`src/hdl/smmh_pkg.sv`:
```
// ----------------------------------------------------------------------------
// smmh_pkg - shared types and constants for the string multiply-mix hash
// seeds, mixing masks, sequencer states and the control bundle that the
// sequencer hands to the datapath
// ----------------------------------------------------------------------------
package smmh_pkg;

    // state seeds
    localparam logic [31:0] KEY_SEED   = 32'hF4FA8928;
    localparam logic [31:0] LANE1_SEED = 32'h37A8470E;
    localparam logic [31:0] LANE2_SEED = 32'h7758B42B;

    // key whitening and multiplier masks
    localparam logic [31:0] KEY_XOR = 32'h267B0B11;
    localparam logic [31:0] M1_SET  = 32'h02040801;
    localparam logic [31:0] M1_KEEP = 32'hBFEF7FDF;
    localparam logic [31:0] M2_SET  = 32'h00804021;
    localparam logic [31:0] M2_KEEP = 32'h7DFEFBFF;

    // words mixed after the string ends
    localparam logic [31:0] FINAL_ONE = 32'h9BE74448;
    localparam logic [31:0] FINAL_TWO = 32'h66F42C48;

    // sequencer states
    typedef enum logic [2:0] {
        S_IDLE,
        S_LOAD,
        S_MUL1,
        S_FOLD1,
        S_FOLD2,
        S_DONE
    } state_t;

    // which word the current round mixes
    typedef enum logic [1:0] {
        W_DATA,
        W_FIN1,
        W_FIN2
    } word_sel_t;

    // per-cycle controls from the sequencer
    typedef struct packed {
        logic idle;
        logic load;
        logic mul_first;
        logic fold_first;
        logic fold_second;
        logic done;
    } ctl_t;

endpackage

```
`src/hdl/smmh_mul.sv`:
```
// ----------------------------------------------------------------------------
// smmh_mul - shared 32x32 multiplier
// unsigned full product, registered, loaded when enabled
// ----------------------------------------------------------------------------
module smmh_mul (
    input  logic        clk,
    input  logic        en,
    input  logic [31:0] op_a,
    input  logic [31:0] op_b,
    output logic [63:0] prod
);

    logic [63:0] prod_reg;
    logic [63:0] prod_next;

    assign prod_next = {32'h0, op_a} * {32'h0, op_b};

    always_ff @(posedge clk)
    begin
        if (en)
        begin
            prod_reg <= prod_next;
        end
    end

    assign prod = prod_reg;

endmodule

```
`src/hdl/smmh_fsm.sv`:
```
// ----------------------------------------------------------------------------
// smmh_fsm - round sequencer
// steps one mixing round through load, two multiplies and two folds, then
// chains the closing rounds and waits for the output register
// ----------------------------------------------------------------------------
module smmh_fsm (
    input  logic           clk,
    input  logic           rst_n,
    input  logic           start,
    input  logic           last_round,
    input  logic           round_more,
    input  logic           out_free,
    output smmh_pkg::ctl_t ctl
);

    import smmh_pkg::*;

    state_t state_reg;
    state_t state_next;

    // next state
    always_comb
    begin
        state_next = state_reg;
        case (state_reg)
            S_IDLE:
            begin
                if (start)
                begin
                    state_next = S_LOAD;
                end
            end
            S_LOAD:  state_next = S_MUL1;
            S_MUL1:  state_next = S_FOLD1;
            S_FOLD1: state_next = S_FOLD2;
            S_FOLD2:
            begin
                if (last_round)
                begin
                    state_next = S_DONE;
                end
                else if (round_more)
                begin
                    state_next = S_LOAD;
                end
                else
                begin
                    state_next = S_IDLE;
                end
            end
            S_DONE:
            begin
                if (out_free)
                begin
                    state_next = S_IDLE;
                end
            end
            default: state_next = S_IDLE;
        endcase
    end

    always_ff @(posedge clk or negedge rst_n)
    begin
        if (!rst_n)
        begin
            state_reg <= S_IDLE;
        end
        else
        begin
            state_reg <= state_next;
        end
    end

    // controls
    always_comb
    begin
        ctl = '0;
        case (state_reg)
            S_IDLE:  ctl.idle        = 1'b1;
            S_LOAD:  ctl.load        = 1'b1;
            S_MUL1:  ctl.mul_first   = 1'b1;
            S_FOLD1: ctl.fold_first  = 1'b1;
            S_FOLD2: ctl.fold_second = 1'b1;
            S_DONE:  ctl.done        = 1'b1;
            default: ctl = '0;
        endcase
    end

endmodule

```
`src/hdl/string_multiply_mix_hash_core.sv`:
```
// ----------------------------------------------------------------------------
// string_multiply_mix_hash_core - streaming two-lane multiply-mix string hash
// packs string bytes into little-endian words, mixes each full word through
// one shared multiplier, and closes the string with two constant rounds
// ----------------------------------------------------------------------------
//
// channel   direction  handshake            payload
// -------   ---------  -------------------  --------------------------
// input     in         in_valid / in_stall  data_byte  [7:0]
// output    out        out_valid / out_stall hash_value [31:0]
//
// a byte that does not complete a word is simply packed; a byte that completes
// a word also starts a round (load, multiply, fold, fold)
// the zero byte runs two or three rounds and then loads the result;
// the rate is set by the single shared multiplier
// reset (async, active low) puts the key and lanes at their seeds and idles
// in_stall is high whenever a round is running or a result waits to load;
// out_stall holds the result register; bytes keep flowing until a result waits to load
//
module string_multiply_mix_hash_core (
    input  logic        clk,
    input  logic        rst_n,
    input  logic        in_valid,
    output logic        in_stall,
    input  logic [7:0]  data_byte,
    output logic        out_valid,
    input  logic        out_stall,
    output logic [31:0] hash_value
);

    import smmh_pkg::*;

    ctl_t ctl;

    // hash state
    logic [31:0] key_reg,     key_next;
    logic [31:0] lane1_reg,   lane1_next;
    logic [31:0] lane2_reg,   lane2_next;
    logic [23:0] pending_reg, pending_next;
    logic [1:0]  pos_reg,     pos_next;

    // round working registers
    logic [31:0] word_reg,    word_next;
    logic [31:0] m2_reg,      m2_next;
    word_sel_t   sel_reg,     sel_next;
    logic        final_reg,   final_next;

    // result register
    logic        out_valid_reg, out_valid_next;
    logic [31:0] hash_reg,      hash_next;

    logic        in_accept;
    logic        start;
    logic        out_free;
    logic        last_round;
    logic        round_more;

    logic [31:0] key_word;
    logic [31:0] m1;
    logic [31:0] mul_a;
    logic [31:0] mul_b;
    logic [63:0] prod;
    logic [31:0] prod_lo;
    logic [31:0] prod_hi;
    logic [32:0] f1_sum;
    logic [31:0] f1_val;
    logic [32:0] f2_sum;
    logic [31:0] f2_val;

    assign in_stall  = ~ctl.idle;
    assign in_accept = in_valid & ~in_stall;

    // a round starts on the string end or on the byte that fills a word
    assign start    = in_accept & ((data_byte == 8'h00) | (pos_reg == 2'd3));
    assign out_free = ~out_valid_reg | ~out_stall;

    // closing-round chain
    assign last_round = final_reg & (sel_reg == W_FIN2);
    assign round_more = final_reg;

    // multiplier operands: first lane in MUL1, second lane in FOLD1
    assign key_word = KEY_XOR ^ key_reg;
    assign m1       = ((key_word + lane2_reg) | M1_SET) & M1_KEEP;
    assign mul_a    = ctl.fold_first ? lane2_reg : lane1_reg;
    assign mul_b    = ctl.fold_first ? m2_reg : m1;

    assign prod_lo = prod[31:0];
    assign prod_hi = prod[63:32];

    // first lane fold: high half plus a carry when it is nonzero, end-around
    assign f1_sum = {1'b0, prod_lo} + {1'b0, prod_hi} + {32'h0, (prod_hi != 32'h0)};
    assign f1_val = f1_sum[31:0] + {31'h0, f1_sum[32]};

    // second lane fold: doubled high half with its top bit wrapped in
    assign f2_sum = {1'b0, prod_lo} + {1'b0, prod_hi[30:0], 1'b0} + {32'h0, prod_hi[31]};
    assign f2_val = f2_sum[31:0] + (f2_sum[32] ? 32'd2 : 32'd0);

    smmh_mul u_mul (
        .clk  (clk),
        .en   (ctl.mul_first | ctl.fold_first),
        .op_a (mul_a),
        .op_b (mul_b),
        .prod (prod)
    );

    smmh_fsm u_fsm (
        .clk        (clk),
        .rst_n      (rst_n),
        .start      (start),
        .last_round (last_round),
        .round_more (round_more),
        .out_free   (out_free),
        .ctl        (ctl)
    );

    always_comb
    begin
        key_next       = key_reg;
        lane1_next     = lane1_reg;
        lane2_next     = lane2_reg;
        pending_next   = pending_reg;
        pos_next       = pos_reg;
        word_next      = word_reg;
        m2_next        = m2_reg;
        sel_next       = sel_reg;
        final_next     = final_reg;
        out_valid_next = out_valid_reg;
        hash_next      = hash_reg;

        // byte intake
        if (in_accept)
        begin
            if (data_byte != 8'h00 && pos_reg != 2'd3)
            begin
                // still filling the word
                pending_next = pending_reg | ({16'h0, data_byte} << {pos_reg, 3'b000});
                pos_next     = pos_reg + 2'd1;
            end
            else if (data_byte != 8'h00)
            begin
                // word complete
                word_next    = {data_byte, pending_reg};
                sel_next     = W_DATA;
                final_next   = 1'b0;
                pending_next = 24'h0;
                pos_next     = 2'd0;
            end
            else
            begin
                // string end: mix a partial word only if one is held
                final_next   = 1'b1;
                pending_next = 24'h0;
                pos_next     = 2'd0;
                if (pos_reg != 2'd0)
                begin
                    word_next = {8'h00, pending_reg};
                    sel_next  = W_DATA;
                end
                else
                begin
                    word_next = FINAL_ONE;
                    sel_next  = W_FIN1;
                end
            end
        end

        // rotate key, absorb word into both lanes
        if (ctl.load)
        begin
            key_next   = {key_reg[30:0], key_reg[31]};
            lane1_next = lane1_reg ^ word_reg;
            lane2_next = lane2_reg ^ word_reg;
        end

        // second multiplier uses lane one before it is folded
        if (ctl.mul_first)
        begin
            m2_next = ((key_word + lane1_reg) | M2_SET) & M2_KEEP;
        end

        if (ctl.fold_first)
        begin
            lane1_next = f1_val;
        end

        // finish the round and queue the next closing word
        if (ctl.fold_second)
        begin
            lane2_next = f2_val;
            if (final_reg)
            begin
                case (sel_reg)
                    W_DATA:
                    begin
                        word_next = FINAL_ONE;
                        sel_next  = W_FIN1;
                    end
                    W_FIN1:
                    begin
                        word_next = FINAL_TWO;
                        sel_next  = W_FIN2;
                    end
                    default: sel_next = sel_reg;
                endcase
            end
        end

        // result handoff, then back to the seeds
        if (ctl.done && out_free)
        begin
            out_valid_next = 1'b1;
            hash_next      = lane1_reg ^ lane2_reg;
            key_next       = KEY_SEED;
            lane1_next     = LANE1_SEED;
            lane2_next     = LANE2_SEED;
            final_next     = 1'b0;
        end
        else if (out_valid_reg && !out_stall)
        begin
            out_valid_next = 1'b0;
        end
    end

    // state and control registers
    always_ff @(posedge clk or negedge rst_n)
    begin
        if (!rst_n)
        begin
            key_reg       <= KEY_SEED;
            lane1_reg     <= LANE1_SEED;
            lane2_reg     <= LANE2_SEED;
            pending_reg   <= 24'h0;
            pos_reg       <= 2'd0;
            sel_reg       <= W_DATA;
            final_reg     <= 1'b0;
            out_valid_reg <= 1'b0;
        end
        else
        begin
            key_reg       <= key_next;
            lane1_reg     <= lane1_next;
            lane2_reg     <= lane2_next;
            pending_reg   <= pending_next;
            pos_reg       <= pos_next;
            sel_reg       <= sel_next;
            final_reg     <= final_next;
            out_valid_reg <= out_valid_next;
        end
    end

    // payload registers
    always_ff @(posedge clk)
    begin
        word_reg <= word_next;
        m2_reg   <= m2_next;
        hash_reg <= hash_next;
    end

    assign out_valid  = out_valid_reg;
    assign hash_value = hash_reg;

    // a string end always starts the closing rounds
    assert property (@(posedge clk) disable iff (!rst_n)
        (in_accept && data_byte == 8'h00) |=> (in_stall && final_reg))
        else $error("string end did not start closing rounds");

    // byte packing is empty while a round runs
    assert property (@(posedge clk) disable iff (!rst_n)
        !ctl.idle |-> (pos_reg == 2'd0 && pending_reg == 24'h0))
        else $error("pending bytes held during a round");

    // result load returns the hash state to its seeds
    assert property (@(posedge clk) disable iff (!rst_n)
        (ctl.done && out_free) |=> (out_valid && key_reg == KEY_SEED
            && lane1_reg == LANE1_SEED && lane2_reg == LANE2_SEED && !final_reg))
        else $error("state not reseeded after result");

    // a full word round never chains into another round
    assert property (@(posedge clk) disable iff (!rst_n)
        (ctl.fold_second && !final_reg) |=> ctl.idle)
        else $error("data round did not return to idle");

endmodule

```
`config.mk`:
```
export PLATFORM = sky130hd
export DESIGN_NAME = string_multiply_mix_hash_core
export DESIGN_NICKNAME = d
export VERILOG_FILES = /design/src/hdl/smmh_pkg.sv /design/src/hdl/smmh_mul.sv /design/src/hdl/smmh_fsm.sv /design/src/hdl/string_multiply_mix_hash_core.sv
export SDC_FILE = /design/constraint.sdc
export NUM_CORES = 2
export LEC_CHECK = 0
export BUFFER_PORTS_ARGS = -buffer_cell sky130_fd_sc_hd__buf_2
export CORE_MARGIN = 1.5
export CORE_UTILIZATION = 32
export DETAILED_ROUTE_END_ITERATION = 16
export SLEW_MARGIN = 0
export SYNTH_ARGS = -nofsm -noshare
export SYNTH_HDL_FRONTEND = slang
export SYNTH_HIERARCHICAL = 1
export SYNTH_SLANG_ARGS = --single-unit
export TNS_END_PERCENT = 20
```
`constraint.sdc`:
```
create_clock -name clk -period 11 [get_ports clk]
set_clock_uncertainty 0.1 [all_clocks]
set_input_delay 1.1 -clock clk [delete_from_list [all_inputs] [get_ports clk]]
set_output_delay 1.1 -clock clk [all_outputs]
set_load 0.005 [all_outputs]
```
# == Yosys cells after proc, flatten, opt, wreduce, memory -nomap -nowiden ==
# Index checks and enable logic that the tools add are counted.
# totals
reg_bits,281
input_bits,12
out_inout_bits,34
wordCells,112
# classes
n_addsub,9
multipliers,1
eq_ne,13
n_shift,1
muxes,44
bitwise_logic,14
n_reduce_logical,17
# op_table
op,count
$mux W32,16
$xor A32 B32 Y32,3
$add A32 B32 Y33,2
$add A33 B1 Y33,2
$mul A32 B32 Y64,1
$pmux W32 S2,1
$add A32 B1 Y32,1
$add A32 B2 Y32,1
$add A32 B32 Y32,1
$reduce_bool A32 Y1,1
$add A31 B31 Y31,1
$mux W24,1
$or A24 B24 Y24,1
$shl A8 B5 Y24,1
$pmux W3 S6,1
$mux W1,15
$not A14 Y14,1
$mux W2,6
$mux W3,3
$logic_not A8 Y1,1
$reduce_bool A2 Y1,4
$reduce_bool A8 Y1,1
$eq A3 B2 Y1 const B,2
$eq A3 B3 Y1 const B,2
other kinds (17),30

# == Depth between registers and ports, before layout ==
# logic_depth
depth_word,8
mapped_depth,41
mapped_depth_nobuf,40

# == By module ==
# Netlist, hierarchy kept.
# modules_own_cells
module,instances,cells_each,area_per_inst_um2,seq_area_each_um2
smmh_mul,1,3775,35322.6,1921.8
string_multiply_mix_hash_core,1,1996,17271.6,5535.3
smmh_fsm,1,21,191.4,75.1

# == Worst setup path before layout ==
# OpenSTA, ideal clock, no wires.
# synth_timing
path_type,reg-to-reg
startpoint,register lane2_reg[13]
endpoint,"register u_mul.prod_reg[59], in the netlist u_mul/prod[59], data pin"
setup_time_ps,261
t_arrival_ps,9631
required_time_ps,10639
setup_slack_ps,1008
path_stages_with_launch,35
n_path_buf,2
period_less_slack_ps,9992
cell_sequence,dfstp_2 -> ha_1 -> a21o_1 -> a21o_1 -> a21o_1 -> a21o_1 -> a21o_1 -> a221oi_1 -> nand3_1 -> a31oi_1 -> a21oi_1 -> or4b_2 -> nand3_1 -> clkbuf_1 -> nand2_1 -> fa_1 -> inv_1 -> fa_1 -> fa_1 -> fa_1 -> fa_1 -> fa_1 -> fa_1 -> inv_1 -> fa_1 -> inv_1 -> ha_1 -> clkbuf_1 -> nand4_1 -> or3_1 -> o221a_4 -> or3_1 -> a21oi_1 -> nand2b_1 -> xor2_1
# synth_via
elab_chain_len,3
elab_cells_between_ends,4
cone_classes,1 x add/sub; 1 x mul; 2 x mux
# synth_lines
item,line,rtl
from (decl),string_multiply_mix_hash_core.sv:38,"logic [31:0] lane2_reg, lane2_next;"
from (signal assigned),string_multiply_mix_hash_core.sv:242,lane2_reg <= lane2_next;
$add A32 B32 Y32,string_multiply_mix_hash_core.sv:83,assign m1 = ((key_word + lane2_reg) | M1_SET) & M1_KEEP;
$mux W32,string_multiply_mix_hash_core.sv:85,assign mul_b = ctl.fold_first ? m2_reg : m1;
named net mul_b[28],string_multiply_mix_hash_core.sv:61,logic [31:0] mul_b;
$mul A32 B32 Y64,smmh_mul.sv:16,"assign prod_next = {32'h0, op_a} * {32'h0, op_b};"
named net u_mul.prod_next[59],smmh_mul.sv:14,logic [63:0] prod_next;
to (signal assigned),smmh_mul.sv:22,prod_reg <= prod_next;
to (decl),smmh_mul.sv:13,logic [63:0] prod_reg;
# The timed path passes the listed nets, and every way through them passes these cells.
# A chain may end at the register's enable or synchronous reset.

# == Worst setup path after layout ==
# layout_timing
startpoint,register lane2_reg[1]
endpoint,"register u_mul.prod_reg[48], in the netlist u_mul/prod[48], data pin"
# The elaborated chain is that of the path after synthesis.

==> results.txt <==
The placer congestion estimate is 0.972. The post-synthesis area per instance came out at 9.11 µm². The area taken by flip-flops and latches is 7530 µm².

The hold-fix buffer count after cts came out at 0. Global routing consumed, over all layers together, about a fifth of the routing resources. The share of the yosys chip area belonging to registers is 14.3%. The synthesized cell area is 52,800 µm². The worst setup path is launched from a register. The final antenna-violating net count came out at 0. The flow ran to the end, and the final reports show no timing, DRC or antenna violations. Timing analysis after detailed placement gives a worst setup slack of 90.8 ps.

The area taken by multi-input logic gates is between 40,000 and 50,000 µm². The data arrival time of the critical path came out at roughly 11,000 ps. The root buffer cell chosen for the clock tree is sky130_fd_sc_hd__clkbuf_16. The startpoint of the worst register-to-register path is lane2_reg[1].

The final worst-path setup slack is 395 ps. The DRC marker count from the first detailed-route iteration came out at 3,123. The clock period could shrink to 10,610 ps. The post-synthesis register bit count came out at 281. The dominant cell type by count on the critical path is sky130_fd_sc_hd__fa_1. In this run the most critical hold path is launched from word_reg[5].

The area of the core is 163,000 µm². In the final routed layout, each cell accounts on average for 20.5 µm. Counting cells, the worst reg-to-reg path comes to 36. The number of rows in the core area came out at approximately 150. The effective utilization at floorplan came out at 32.3%. The final period utilization is a little over nine tenths. The synthesized design spends more area on one cell type than any other, namely sky130_fd_sc_hd__fa_1. The number of filler cells placed in the layout came out at 16,700. Summed over its instances, the top area cell type makes up 34.2% of the synthesized netlist area. The cell depth of the worst min-delay path came out at 2.

The library cells used most frequently in the layout, excluding fill and tap cells, are sky130_fd_sc_hd__inv_1 (916), sky130_fd_sc_hd__fa_1 (901), sky130_fd_sc_hd__nand2_1 (676), sky130_fd_sc_hd__and2_1 (619), sky130_fd_sc_hd__ha_1 (392). The data required time of the worst path is 11,240 ps. The gate count of the mapped netlist came out at 5,792. The clock insertion delay at the later pin of the skew report came out at around 600 ps. The number of global-route vias before repair came out at 42,100.

The count of buffers added by post-CTS timing repair for setup is 0. The detail-routed via count per cell is 5.12. TritonCTS built the clock tree.

The die covers 167,000 µm². The beginning of the critical path is lane2_reg[1]. The final number of max-transition violations came out at 0. The vertical extent of the die is 409 µm. The final wirelength is 161 mm. The CTS buffer count is 31. The post-synthesis to final-layout area growth came out at 7.10%.

The highest attainable clock frequency came out at between 90 and 100 MHz. The critical path class is reg -> reg. Among all stages on the critical path, the largest delay is contributed by sky130_fd_sc_hd__dfstp_2. The register with the most flip-flops in the layout has 64 of them. CTS built an H-tree with a depth of 1. The total overflow left after global routing is 0. The count of inserted antenna diode cells came out at 0.

The hold violation total from the final report was 0. The pin count of the biggest net entering global routing is 82. The count of synthesis-stage warnings from yosys is 6. For the pin with the worst max-slew slack, the measured transition is 1290 ps. The maximum clock insertion buffer count came out at 3. For this run, the leading register cell type out of synthesis is sky130_fd_sc_hd__edfxtp_1. Leaving out fill and tap cells, the most frequent cell in the layout is sky130_fd_sc_hd__inv_1. The total of max-cap violations is 0. Ranked by total cell area, the synthesized netlist is headed by sky130_fd_sc_hd__fa_1 (34%), sky130_fd_sc_hd__ha_1 (9.3%), sky130_fd_sc_hd__and2_1 (7.3%). The share of post-route cells with drive strength above 1 is 5.94%. The worst setup path is captured at a register. The number of antenna violations at the first check in global routing is 9. The clock sink total came out at 281. The setup TNS after final layout came out at 0 ps.

The number of gates resized after cts is 0. The count of TritonRoute iterations in the first routing pass is 6. The count of unresolved DRC violations after routing is 0.

The I/O pin count came out at 46. The count of flip-flops with a built-in enable after synthesis is 120. The relative slew slack came out at approximately 14%.

After clock tree synthesis, the clock-pin slew on the worst setup and hold paths is 60 ps. In this run the worst path has a maximum fanout of 32. The path category of the worst min-delay check is reg -> reg. Setup repair after global routing left no endpoint under its margin.

The HPWL after detailed placement is ~130 mm. The die is 409 µm wide. The via count of the routed design is 40,200.

On the worst path, the slowest cell contributes a delay of 590 ps. The count of buffers inserted at the top-level ports is between 40 and 50. The net count of the finished layout is approximately 7,000. The first-pass GRT wire length came out at 252 mm. After synthesis, the share of flip-flops with an asynchronous set or reset is 45.9%. The final setup violation count came out at 0. The count of cell types in the netlist is 105.
==> cell type report <==
cell class,instances,share of cell area [%]
Sequential cell,281,13.3
Tap cell,2175,4.81
Clock inverter,17,0.401
Timing Repair Buffer,129,1.57
Multi-Input combinational cell,4288,72.3
Clock buffer,41,1.54
Inverter,918,6.09
==> cells in the mapped netlist, types with 14 or more instances <==
master	instances
sky130_fd_sc_hd__o21ai_1	19
sky130_fd_sc_hd__nand2_1	677
sky130_fd_sc_hd__edfxtp_1	120
sky130_fd_sc_hd__nor2b_1	19
sky130_fd_sc_hd__nor4_1	26
sky130_fd_sc_hd__a21oi_1	219
sky130_fd_sc_hd__nand4_1	51
sky130_fd_sc_hd__nor3_1	61
sky130_fd_sc_hd__and3_1	18
sky130_fd_sc_hd__dfstp_2	48
sky130_fd_sc_hd__a31oi_1	22
sky130_fd_sc_hd__dfrtp_1	81
sky130_fd_sc_hd__nor2_1	207
sky130_fd_sc_hd__a21o_1	91
sky130_fd_sc_hd__fa_1	901
sky130_fd_sc_hd__nand3_1	75
sky130_fd_sc_hd__and4_1	14
sky130_fd_sc_hd__o21ai_0	150
sky130_fd_sc_hd__ha_1	392
sky130_fd_sc_hd__mux2i_1	32
sky130_fd_sc_hd__clkbuf_1	289
sky130_fd_sc_hd__xor2_1	124
sky130_fd_sc_hd__a211oi_1	42
sky130_fd_sc_hd__and2_1	619
sky130_fd_sc_hd__o211ai_1	34
sky130_fd_sc_hd__mux2_2	34
sky130_fd_sc_hd__inv_1	916
sky130_fd_sc_hd__o21a_1	24
sky130_fd_sc_hd__dfxtp_1	32
sky130_fd_sc_hd__xnor2_1	158
sky130_fd_sc_hd__nand2b_1	32
sky130_fd_sc_hd__o21bai_1	22
sky130_fd_sc_hd__or3_1	30
==> critical path, delay by kind of cell, from the launching register on <==
family                   cells  cell delay [ps]
AO/OA/AOI/OAI               16             3280
XOR/XNOR                     2              360
adder cells (fa/ha/maj)     10             4730
buffers and inverters        5              770
flip-flops                   1              590
AND/OR/NAND/NOR              3              430
==> routing by layer <==
layer	GRT usage [%]	vias to the layer above	wire length (µm)
met4	5.73	2	5550
met1	26.2	20800	70900
met5	0	-	13
met2	32.4	1141	76000
met3	1.80	242	8120
li1	-	18000	-
==> logic make-up (layout without fill, tap and decap cells) <==
kind of cell / after synthesis / after routing / synth area share [%]
xor gates and xnor gates: 284 / 284 / 4.75
DFF: 281 / 281 / 14.3
other: 1 / 5 / 0.00710
buffers and inverters: 1227 / 1105 / 8.76
adders and majority gates: 1293 / 1293 / 43.5
muxes: 66 / 66 / 1.33
AOI/OAI and AO/OA: 746 / 746 / 9.21
and+or+nand+nor: 1894 / 1894 / 18.2
==> final timing paths <==
| path | to | slack, ps |
|---|---|---|
| worst max-delay path | u_mul/prod[48] | 390 |
| worst min-delay path | word_reg[5] | 350 |
| max in group asynchronous | lane1_reg[20] | 8970 |
| min in group asynchronous | lane2_reg[23] | 410 |
| worst max register to register | u_mul/prod[48] | 390 |
| worst min register to register | word_reg[5] | 350 |
==> stage by stage <==
| step | cell area (µm²) | utilization (%) | instances | hold slack (ps) |
|---|---|---|---|---|
| 2_1_floorplan | 52800 | - | 5796 | 332 |
| 3_3_place_gp | 55400 | 33.9 | 7791 | 343 |
| 3_5_place_dp | 55400 | 33.9 | 7791 | 347 |
| 4_1_cts | 56500 | 34.6 | 7849 | 356 |
| 5_1_grt | 56500 | 34.6 | 7849 | 376 |
| 6_report | 56500 | 34.6 | 7849 | 350 |
Power is left out: the tool's default activity adds up to more than one toggle a clock period on the data nets, which glitch-free logic cannot reach.
